File: src/hw/rtl/aacsd_pkg.sv
// shared types, constants and helpers of the aac section data parser
package aacsd_pkg;

  localparam logic [2:0] CODEBOOK_BITS     = 3'd4;
  localparam logic [2:0] LONG_LENGTH_BITS  = 3'd5;
  localparam logic [2:0] SHORT_LENGTH_BITS = 3'd3;
  localparam logic [4:0] LONG_ESC          = 5'd31;
  localparam logic [4:0] SHORT_ESC         = 5'd7;

  localparam logic [1:0] REG_IS_LONG          = 2'd0;
  localparam logic [1:0] REG_BANDS_PER_WINDOW = 2'd1;
  localparam logic [1:0] REG_MAX_BAND         = 2'd2;
  localparam logic [1:0] REG_TOTAL_BANDS      = 2'd3;

  typedef struct packed {
    logic       is_long;
    logic [5:0] bands_per_window;
    logic [5:0] max_band;
    logic [6:0] total_bands;
  } cfg_t;

  typedef struct packed {
    logic [3:0] codebook;
    logic [7:0] section_end;
    logic       is_filler;
    logic       last;
    logic       error;
  } result_t;

  typedef struct packed {
    logic [1:0] cnt;
    result_t    r0;
    result_t    r1;
  } push_t;

  typedef struct packed {
    logic [4:0] shift;
    logic [2:0] taken;
    logic       reading;
    logic [3:0] cb;
    logic [7:0] bp;
    logic [7:0] sc;
    logic [7:0] used_edge;
    logic       finished;
  } parse_st_t;

  function automatic logic [7:0] sat_add8(input logic [7:0] a, input logic [7:0] b);
    logic [8:0] s;
    s = {1'b0, a} + {1'b0, b};
    return s[8] ? 8'hFF : s[7:0];
  endfunction

endpackage

File: src/hw/rtl/aacsd_core.sv
// bit-serial section data parse: field shifter, band counters, result forming
module aacsd_core (
  input  logic             clk,
  input  logic             rst,
  input  logic             step,
  input  logic             stream_bit,
  input  logic             start_req,
  input  aacsd_pkg::cfg_t  cfg,
  output aacsd_pkg::push_t push
);

  aacsd_pkg::parse_st_t st, st_next;

  logic [4:0]       shift_v;
  logic [2:0]       taken_v;
  logic [2:0]       len_bits;
  logic [4:0]       len_val;
  logic [4:0]       esc;
  logic [7:0]       total8;
  logic [7:0]       bp1;
  logic [7:0]       bp2;
  logic signed [9:0] nb;
  logic             done;
  logic             err;

  always_comb begin
    st_next  = st;
    push     = '0;
    shift_v  = '0;
    taken_v  = '0;
    bp1      = '0;
    bp2      = '0;
    nb       = '0;
    done     = 1'b0;
    err      = 1'b0;
    total8   = {1'b0, cfg.total_bands};
    len_bits = cfg.is_long ? aacsd_pkg::LONG_LENGTH_BITS : aacsd_pkg::SHORT_LENGTH_BITS;
    esc      = cfg.is_long ? aacsd_pkg::LONG_ESC : aacsd_pkg::SHORT_ESC;
    len_val  = '0;
    if (step) begin
      if (start_req) begin
        st_next           = '0;
        st_next.used_edge = {2'b00, cfg.max_band};
      end
      if (start_req && cfg.total_bands == 7'd0) begin
        // empty element: one closing result, no bits consumed
        st_next.finished = 1'b1;
        push.cnt         = 2'd1;
        push.r0.last     = 1'b1;
      end else if (!st_next.finished) begin
        shift_v       = {st_next.shift[3:0], stream_bit};
        taken_v       = st_next.taken + 3'd1;
        st_next.shift = shift_v;
        st_next.taken = taken_v;
        len_val       = cfg.is_long ? shift_v : {2'b00, shift_v[2:0]};
        if (!st_next.reading) begin
          if (taken_v >= aacsd_pkg::CODEBOOK_BITS) begin
            st_next.cb      = shift_v[3:0];
            st_next.reading = 1'b1;
            st_next.shift   = '0;
            st_next.taken   = '0;
          end
        end else if (taken_v >= len_bits) begin
          st_next.shift = '0;
          st_next.taken = '0;
          if (len_val == esc && st_next.bp < total8) begin
            st_next.bp = aacsd_pkg::sat_add8(st_next.bp, {3'b000, esc});
          end else begin
            bp1 = aacsd_pkg::sat_add8(st_next.bp, {3'b000, len_val});
            bp2 = bp1;
            push.cnt            = 2'd1;
            push.r0.codebook    = st_next.cb;
            push.r0.section_end = bp1;
            st_next.sc = aacsd_pkg::sat_add8(st_next.sc, 8'd1);
            if (bp1 == st_next.used_edge) begin
              // jump to the group edge, clamped to a byte
              nb = $signed({2'b00, bp1}) + $signed({4'b0000, cfg.bands_per_window})
                   - $signed({4'b0000, cfg.max_band});
              if (nb < 0) begin
                bp2 = 8'd0;
              end else if (nb > 10'sd255) begin
                bp2 = 8'hFF;
              end else begin
                bp2 = nb[7:0];
              end
              if (cfg.is_long) begin
                done = 1'b1;
              end else begin
                if (cfg.bands_per_window != cfg.max_band) begin
                  push.cnt            = 2'd2;
                  push.r1.section_end = bp2;
                  push.r1.is_filler   = 1'b1;
                  st_next.sc = aacsd_pkg::sat_add8(st_next.sc, 8'd1);
                end
                st_next.used_edge = aacsd_pkg::sat_add8(st_next.used_edge,
                                                        {2'b00, cfg.bands_per_window});
              end
            end
            st_next.bp      = bp2;
            st_next.reading = 1'b0;
            if (done || bp2 >= total8 || st_next.sc >= total8) begin
              st_next.finished = 1'b1;
              err = (bp2 != total8) || (st_next.sc > total8);
              if (push.cnt == 2'd2) begin
                push.r1.last  = 1'b1;
                push.r1.error = err;
              end else begin
                push.r0.last  = 1'b1;
                push.r0.error = err;
              end
            end
          end
        end
      end
    end
  end

  always_ff @(posedge clk) begin
    if (rst) begin
      st <= '{shift: 5'd0, taken: 3'd0, reading: 1'b0, cb: 4'd0, bp: 8'd0, sc: 8'd0,
              used_edge: 8'd0, finished: 1'b1};
    end else begin
      st <= st_next;
    end
  end

endmodule

File: src/hw/rtl/aacsd_fifo.sv
// result queue: takes up to two results a cycle, hands out one
module aacsd_fifo #(
  parameter int DEPTH = 4
) (
  input  logic               clk,
  input  logic               rst,
  input  aacsd_pkg::push_t   push,
  input  logic               pop,
  output aacsd_pkg::result_t head,
  output logic               head_valid,
  output logic               room_two
);

  localparam int AW = $clog2(DEPTH);
  localparam int CW = $clog2(DEPTH + 1);

  aacsd_pkg::result_t mem [DEPTH];
  logic [AW-1:0] rd_ptr, wr_ptr;
  logic [CW-1:0] count;

  assign head       = mem[rd_ptr];
  assign head_valid = (count != '0);
  assign room_two   = (count <= CW'(DEPTH - 2));

  always_ff @(posedge clk) begin
    if (push.cnt != 2'd0) begin
      mem[wr_ptr] <= push.r0;
    end
    if (push.cnt == 2'd2) begin
      mem[wr_ptr + AW'(1)] <= push.r1;
    end
  end

  always_ff @(posedge clk) begin
    if (rst) begin
      rd_ptr <= '0;
      wr_ptr <= '0;
      count  <= '0;
    end else begin
      wr_ptr <= wr_ptr + AW'(push.cnt);
      rd_ptr <= rd_ptr + AW'(pop);
      count  <= count + CW'(push.cnt) - CW'(pop);
    end
  end

endmodule

File: src/hw/rtl/aac_section_data_parser_top.sv
// top level of the aac section data parser: config registers, parse core, result queue
//
//   channel | signals                                          | direction
//   --------+--------------------------------------------------+----------
//   in      | in_valid, in_ready, stream_bit, start_req        | in
//   out     | out_valid, out_ready, codebook, section_end,     | out
//           | is_filler, last, error                           |
//   cfg     | psel, penable, pwrite, paddr, pwdata, prdata,    | in/out
//           | pready                                           |
//
// one bit item is taken per cycle while in_ready is high; its results enter the queue
// at that edge and show on out_valid the next cycle. an item gives zero, one or two
// results. in_ready stays high while the queue has room for two results (FIFO_DEPTH,
// a power of two, at least 2); an unstalled output drains it one result a cycle.
// rst clears the parse state to idle and the registers to their defaults.
module aac_section_data_parser_top #(
  parameter int FIFO_DEPTH = 4
) (
  input  logic        clk,
  input  logic        rst,
  input  logic        in_valid,
  output logic        in_ready,
  input  logic        stream_bit,
  input  logic        start_req,
  output logic        out_valid,
  input  logic        out_ready,
  output logic [3:0]  codebook,
  output logic [7:0]  section_end,
  output logic        is_filler,
  output logic        last,
  output logic        error,
  input  logic        psel,
  input  logic        penable,
  input  logic        pwrite,
  input  logic [3:0]  paddr,
  input  logic [31:0] pwdata,
  output logic [31:0] prdata,
  output logic        pready
);

  aacsd_pkg::cfg_t    cfg;
  aacsd_pkg::push_t   push;
  aacsd_pkg::result_t head;
  logic               step;
  logic               wr_en;

  assign pready = 1'b1;
  assign wr_en  = psel && penable && pwrite;
  assign step   = in_valid && in_ready;

  always_ff @(posedge clk) begin
    if (rst) begin
      cfg.is_long          <= 1'b1;
      cfg.bands_per_window <= 6'd49;
      cfg.max_band         <= 6'd49;
      cfg.total_bands      <= 7'd49;
    end else if (wr_en) begin
      case (paddr[3:2])
        aacsd_pkg::REG_IS_LONG:          cfg.is_long          <= pwdata[0];
        aacsd_pkg::REG_BANDS_PER_WINDOW: cfg.bands_per_window <= pwdata[5:0];
        aacsd_pkg::REG_MAX_BAND:         cfg.max_band         <= pwdata[5:0];
        aacsd_pkg::REG_TOTAL_BANDS:      cfg.total_bands      <= pwdata[6:0];
        default: ;
      endcase
    end
  end

  always_comb begin
    case (paddr[3:2])
      aacsd_pkg::REG_IS_LONG:          prdata = {31'd0, cfg.is_long};
      aacsd_pkg::REG_BANDS_PER_WINDOW: prdata = {26'd0, cfg.bands_per_window};
      aacsd_pkg::REG_MAX_BAND:         prdata = {26'd0, cfg.max_band};
      aacsd_pkg::REG_TOTAL_BANDS:      prdata = {25'd0, cfg.total_bands};
      default:                         prdata = '0;
    endcase
  end

  aacsd_core u_core (
    .clk        (clk),
    .rst        (rst),
    .step       (step),
    .stream_bit (stream_bit),
    .start_req  (start_req),
    .cfg        (cfg),
    .push       (push)
  );

  aacsd_fifo #(
    .DEPTH (FIFO_DEPTH)
  ) u_fifo (
    .clk        (clk),
    .rst        (rst),
    .push       (push),
    .pop        (out_valid && out_ready),
    .head       (head),
    .head_valid (out_valid),
    .room_two   (in_ready)
  );

  assign codebook    = head.codebook;
  assign section_end = head.section_end;
  assign is_filler   = head.is_filler;
  assign last        = head.last;
  assign error       = head.error;

endmodule

File: config.mk
export PLATFORM = sky130hd
export DESIGN_NAME = aac_section_data_parser_top
export DESIGN_NICKNAME = d
export VERILOG_FILES = /design/src/hw/rtl/aacsd_pkg.sv /design/src/hw/rtl/aacsd_core.sv /design/src/hw/rtl/aacsd_fifo.sv /design/src/hw/rtl/aac_section_data_parser_top.sv
export SDC_FILE = /design/constraint.sdc
export NUM_CORES = 1
export LEC_CHECK = 0
export BUFFER_PORTS_ARGS = -buffer_cell sky130_fd_sc_hd__buf_2
export CORE_MARGIN = 1.5
export CORE_UTILIZATION = 45
export DETAILED_ROUTE_END_ITERATION = 16
export GPL_TIMING_DRIVEN = 0
export PLACE_DENSITY = 0.72
export SLEW_MARGIN = 10
export SYNTH_ARGS = -nofsm -noshare
export SYNTH_HDL_FRONTEND = slang
export SYNTH_HIERARCHICAL = 1
export SYNTH_SLANG_ARGS = --single-unit
export TNS_END_PERCENT = 20
File: constraint.sdc
create_clock -name clk -period 15.1 [get_ports clk]
set_clock_uncertainty 0.1 [all_clocks]
set_input_delay 1.51 -clock clk [delete_from_list [all_inputs] [get_ports clk]]
set_output_delay 1.51 -clock clk [all_outputs]
set_load 0.02 [all_outputs]
Word level (Yosys, flattened, before mapping)
Memories as Yosys holds them, arrays and structs flattened. A register that Yosys moved wholly into a read port is not among the register bits.
Cells that the tools add are included.
{ "op_classes": {"addsub": 13, "mul": 0, "div_mod_pow": 0, "n_lt_le_gt_ge": 9, "n_eq_ne": 9, "shifts": 0, "n_mux": 91, "bitwise": 0, "n_reduce_logical": 17} }
{ "ops": {"columns": ["op", "count"], "rows": [
  ["$mux W16", 8],
  ["$mux W8", 16],
  ["$pmux W32 S4", 1],
  ["$mux W38", 3],
  ["$mux W14", 5],
  ["$mux W11", 6],
  ["$mux W25", 2],
  ["$mux W9", 5],
  ["$mux W2", 20],
  ["$mux W37", 1],
  ["$add A8 B1 Y9 const B", 2],
  ["$add A8 B5 Y9", 2],
  ["$add A8 B6 Y9", 2],
  ["$mux W1", 17],
  ["$mux W17", 1],
  ["$ge A8 B7 Y1", 2],
  ["$mux W13", 1],
  ["$mux W12", 1],
  ["$gt A10 B9 Y1 const B", 1],
  ["$lt A10 B1 Y1 const B", 1],
  ["$mux W5", 2],
  ["$sub A9 B6 Y10", 1],
  ["$eq A2 B2 Y1 const B", 4],
  ["$eq A8 B8 Y1", 1],
  ["24 further kinds", 34]
]} }
{ "word_totals": {"ff_bits": 65, "latchBits": 0, "ramBits": 60, "rom_bits": 0, "output_inout_bits": 50, "word_cells": 155, "n_memories": 1} }
{ "mem_list": {"columns": ["name", "depth", "word_bits", "read_ports", "rd_clocked_by_memory_dff", "write_ports", "line_no", "source"], "rows": [
  ["u_fifo.mem", 4, 15, 1, 1, 2, "aacsd_fifo.sv:17", "aacsd_pkg::result_t mem [DEPTH];"]
]} }

Longest topological paths before layout
{ "depth": {"ltp_word": 28, "mapped_depth": 32, "ltp_nobuf": 29} }

Cells and area by module
Netlist, hierarchy kept.
{ "by_module_without_submodules": {"columns": ["module", "instances", "cells_per_inst", "area_per_inst_um2", "seq_area_each_um2"], "rows": [
  ["aacsd_core", 1, 670, 4875.9, 740.7],
  ["aacsd_fifo", 1, 190, 3424.5, 1941.9],
  ["aac_section_data_parser_top", 1, 123, 1208.7, 400.4]
]} }

Worst setup path before layout
Ideal clock, no wire load.
{ "synth_timing": {"path_type": "input -> register", "start": "input port start_req", "end": "memory u_fifo/mem[0][1] (netlist name), data pin", "setup_ns": 0.260, "arrival_ns": 7.740, "t_required_ns": 14.740, "setup_slack_ns": 7.000, "stages": 30, "n_path_buf": 5, "path_cell_list": "buf_2 > clkbuf_1 > clkbuf_1 > clkbuf_1 > nor2b_1 > ha_1 > buf_2 > inv_1 > o311a_1 > nor3_2 > and2_1 > inv_1 > fa_1 > ha_1 > or3_1 > o21ai_0 > nand2b_1 > nor2b_1 > xnor2_1 > o21ai_0 > mux2_1 > ha_1 > nand2b_1 > a21o_1 > a21o_1 > a21oi_1 > o21ai_0 > a211oi_2 > o21ai_1 > mux2_2"} }
{ "synth_lines": {"columns": ["element", "line_no", "source"], "rows": [
  ["start: declaration", "aac_section_data_parser_top.sv:24", "input logic start_req,"],
  ["end: declaration", "aacsd_fifo.sv:17", null]
]} }

==> impl_metrics.ini <==
[route]
met1_length_um = 11400
wirelength_um = 26100
drt-initial-drc-count = 769
total_iterations_of_the_first_detailed_routing_run = 6
route.met3.wl_um = 2160
viasPerCell = 5.80
met2RoutedLength_um = 11700
detail_route.drc_violations = 0
routed_wire_length_per_instance_um = 19.2
ant_nets = 0
vias = 7871
top_layer = met4

[layout]
final_nets = 1181
syn2layout_area_growth_pct = 13.7
design_area_final_um2 = 10800
insertedDiodeCount = 0
fraction_of_layout_cells_with_a_size_suffix_above_1_pct = 22.0
stdcell_count = 1357

[logic_synthesis]
netlist.area_leader.share_pct = 18.9
yosys_warnings = 6
synth_seq_area_share_pct = 32.4
yosys_most_used_dff = sky130_fd_sc_hd__dfxtp_1
area_share_of_xor_xnor_cells_in_the_synthesized_design_pct = 3.21
ys_seq_elements = 124
combinational_family_with_the_most_area_after_synthesis = simple AND/OR/NAND/NOR gates
synth_area_per_cell_um2 = 9.67
synth.cell_area_um2 = 9510
adder_cell_area_share_of_the_yosys_netlist_pct = 9.00
synth_enable_flop_cells = 60
async_reset_ff_share_pct = 0
post_synth_mux_area_share_pct = 16.7
netlist_top_cells_area = sky130_fd_sc_hd__edfxtp_1, sky130_fd_sc_hd__dfxtp_1, sky130_fd_sc_hd__ha_1
synthCells = 983
synth_simple_gate_area_share_pct = 17.3
synth-compound-area-share_pct = 13.6
post_synth_num_cell_types = 95
netlist.top_cell.by_area = sky130_fd_sc_hd__edfxtp_1

[timing]
fin_crit_ps = 10510
setup_ws_ps = 4590
grt_setup_unrepaired = false
slew-limit-headroom_pct = 13.4
setup_violations = 0
setup_tns_ps = 0
post-route-period-util_pct = 69.6
worst_slew_pin_slew_ps = 1290
fmax_ghz = 0.0952
hold_viol_final = 0
report.final.slew_viol_count = 0

[pwr]
net_switching_mw = 0.353
total_leakage_power_nw = 4.45
total_power_mw = 1.06
netSwitchingFraction_pct = 33.3
power_per_cell_area_nw_per_um2 = 98.0
combinational_cell_fraction_of_total_power_pct = 26.2
vdd_drop_max_uv = 98.7
power.clock.fraction_pct = 39.1
seq_power_share_pct = 34.7
intPower_mw = 0.706

[critical_path]
ff2ff_setup_slack_ps = 7060
crit_arrival_ps = 10580
timing.critical_path.slowest_cell_delay_ps = 650
path_class = in2reg
critical_path.max_fanout = 10
critical_path.endpoint_type = flop
critical-path-top-cell-by-count = sky130_fd_sc_hd__o21ai_0
startpoint_class_of_the_critical_path = input port
crit-reg2reg-launch = cfg[19]
crit_required_ps = 15170
cp_slowest_cell = sky130_fd_sc_hd__clkbuf_1
worst-r2r-cell-count = 28
crit-reg2reg-capture = u_fifo/mem[1][1]

[cts]
numCtsBuffers = 17
post_cts.repair.setup_buffers = 0
cts-root-buf = sky130_fd_sc_hd__clkbuf_16
clock_pin_slew_worst_setup_and_hold_paths_ps = 60
cts_sinks = 124
clkLatencyLatePin_ps = 430
cts.path.max_buffers = 2
post_cts_hold_buffer_count = 0
cts-htree-levels = 4
cts_repair_resize_count = 0
cts_tree = built

[placement]
placement.io_buffers = 41
dp_hpwl_um = 19400
gp_congestion = 0.977
placement.cell_area_um2 = 10200
pre_cts_ws_ps = 4460
dpl.cell_count = 1325

[global_routing]
track_usage_pct = 24.2
grt_antenna_before_repair = 0
gr-total-overflow = 0
grt_pass1_wl_um = 41300
first_global_vias = 7725
grt_max_degree = 17

[die]
fp.coreArea_um2 = 20500
placementRows = 52
dieArea_um2 = 22000
floorplan.die.width_um = 148
pin_count = 95
initial_utilization_pct = 46.4
dieHeight_um = 148

[min_path]
min_delay_worst_endpoint = u_core/st[31]
whs_path_depth = 2
hold_startpoint = u_core/st[31]
hold_path_class = reg2reg

[run]
cap_violations = 0

[outcome]
run_status = completed
-- worst max-delay path by stage --
| stage | cells past startpoint | from | to | slack, ps |
|---|---|---|---|---|
| finish | 32 | start_req | u_fifo/mem[1][1] | 4590 |
| global route | 32 | start_req | u_fifo/mem[3][1] | 4100 |
| detailed placement | 32 | start_req | u_fifo/mem[3][1] | 4460 |
| CTS | 32 | start_req | u_fifo/mem[1][1] | 4830 |
| floorplan | 30 | start_req | u_fifo/mem[0][1] | 7000 |
| global placement | 32 | start_req | u_fifo/mem[3][1] | 4510 |
-- registers in the layout, summed over array words and instances, names as in the netlist --
signal / count
u_fifo/count: 3
u_core/st: 37
u_fifo/wr_ptr: 2
u_fifo/mem: 60
cfg: 20
u_fifo/rd_ptr: 2
-- cells in the final DEF, fill, tap and decap left out, types with 11 or more instances in the layout --
| cell | instances |
|---|---|
| sky130_fd_sc_hd__mux4_2 | 16 |
| sky130_fd_sc_hd__inv_1 | 54 |
| sky130_fd_sc_hd__nand2_1 | 69 |
| sky130_fd_sc_hd__ha_1 | 54 |
| sky130_fd_sc_hd__nand3_1 | 30 |
| sky130_fd_sc_hd__nor2_1 | 94 |
| sky130_fd_sc_hd__xnor2_1 | 17 |
| sky130_fd_sc_hd__nor2b_1 | 21 |
| sky130_fd_sc_hd__dfxtp_1 | 64 |
| sky130_fd_sc_hd__conb_1 | 31 |
| sky130_fd_sc_hd__buf_2 | 54 |
| sky130_fd_sc_hd__nand2b_1 | 20 |
| sky130_fd_sc_hd__mux2_4 | 11 |
| sky130_fd_sc_hd__mux2i_1 | 41 |
| sky130_fd_sc_hd__clkbuf_16 | 17 |
| sky130_fd_sc_hd__a21oi_1 | 43 |
| sky130_fd_sc_hd__buf_4 | 37 |
| sky130_fd_sc_hd__edfxtp_1 | 60 |
| sky130_fd_sc_hd__o21ai_0 | 37 |
| sky130_fd_sc_hd__clkbuf_1 | 16 |
| sky130_fd_sc_hd__mux2_2 | 48 |
| sky130_fd_sc_hd__and2_1 | 18 |
-- cells in the mapped netlist, types with 4 or more instances --
library cell and count:
sky130_fd_sc_hd__a21o_1 10, sky130_fd_sc_hd__a21oi_1 43, sky130_fd_sc_hd__a22o_1 10, sky130_fd_sc_hd__a31oi_1 7
sky130_fd_sc_hd__a32oi_1 5, sky130_fd_sc_hd__and2_1 18, sky130_fd_sc_hd__and3_1 9, sky130_fd_sc_hd__buf_2 13
sky130_fd_sc_hd__buf_4 37, sky130_fd_sc_hd__buf_6 7, sky130_fd_sc_hd__clkbuf_1 16, sky130_fd_sc_hd__dfxtp_1 64
sky130_fd_sc_hd__edfxtp_1 60, sky130_fd_sc_hd__fa_1 8, sky130_fd_sc_hd__ha_1 54, sky130_fd_sc_hd__inv_1 54
sky130_fd_sc_hd__mux2_1 10, sky130_fd_sc_hd__mux2_2 48, sky130_fd_sc_hd__mux2_4 11, sky130_fd_sc_hd__mux2i_1 41
sky130_fd_sc_hd__mux4_2 16, sky130_fd_sc_hd__nand2_1 69, sky130_fd_sc_hd__nand2b_1 20, sky130_fd_sc_hd__nand3_1 30
sky130_fd_sc_hd__nand4_1 9, sky130_fd_sc_hd__nor2_1 95, sky130_fd_sc_hd__nor2b_1 22, sky130_fd_sc_hd__nor3_1 8
sky130_fd_sc_hd__nor4_1 4, sky130_fd_sc_hd__o211ai_1 7, sky130_fd_sc_hd__o21ai_0 37, sky130_fd_sc_hd__o21ai_1 10
sky130_fd_sc_hd__or3_1 6, sky130_fd_sc_hd__xnor2_1 17, sky130_fd_sc_hd__xor2_1 10
-- power by group through the flow --
| stage | registers (mW) | clock network (mW) | logic (mW) |
|---|---|---|---|
| 2_1_floorplan | 0.372 | 0 | 0.203 |
| 3_3_place_gp | 0.375 | 0 | 0.268 |
| 3_5_place_dp | 0.375 | 0 | 0.272 |
| 4_1_cts | 0.368 | 0.417 | 0.274 |
| 5_1_grt | 0.369 | 0.430 | 0.304 |
| 6_report | 0.368 | 0.414 | 0.277 |
-- critical path: cells and delay by family --
kind            cells  cell delay, ps
compound gates     13            2750
xor+xnor            1             350
fa+ha+maj           4            1460
buf+inv             7            2660
mux                 2             700
simple gates        5            1120
-- cell type report --
type	count	area, um2
tap	270	338
multi-input combinational	755	5820
clock buffer	17	425
timing repair buffer	44	246
inverter	56	210
fill	1862	9680
sequential	124	3080
buffer	76	515
clock inverter	15	171
-- metrics by stage --
step | utilization [%] | hold WS, ps
after global routing | 52.8 | 377
after CTS | 52.8 | 356
final | 52.8 | 354
after detailed placement | 49.9 | 342
after floorplan | - | 327
after global placement | 49.6 | 338
-- metal layers --
metal | vias to the layer above | GRT usage, %
li1 | 3691 | -
met1 | 3734 | 32.5
met2 | 372 | 38.2
met3 | 74 | 5.21
met4 | 0 | 9.50
met5 | - | 0
-- cells by family after synthesis --
kind of cell               after synthesis
AOI/OAI and AO/OA                      188
xor gates and xnor gates                30
adders and majority gates               64
buffers and inverters                  132
DFF                                    124
muxes                                  126
other                                    3
and+or+nand+nor                        316
Note: power is estimated with default switching activity, not from simulation.
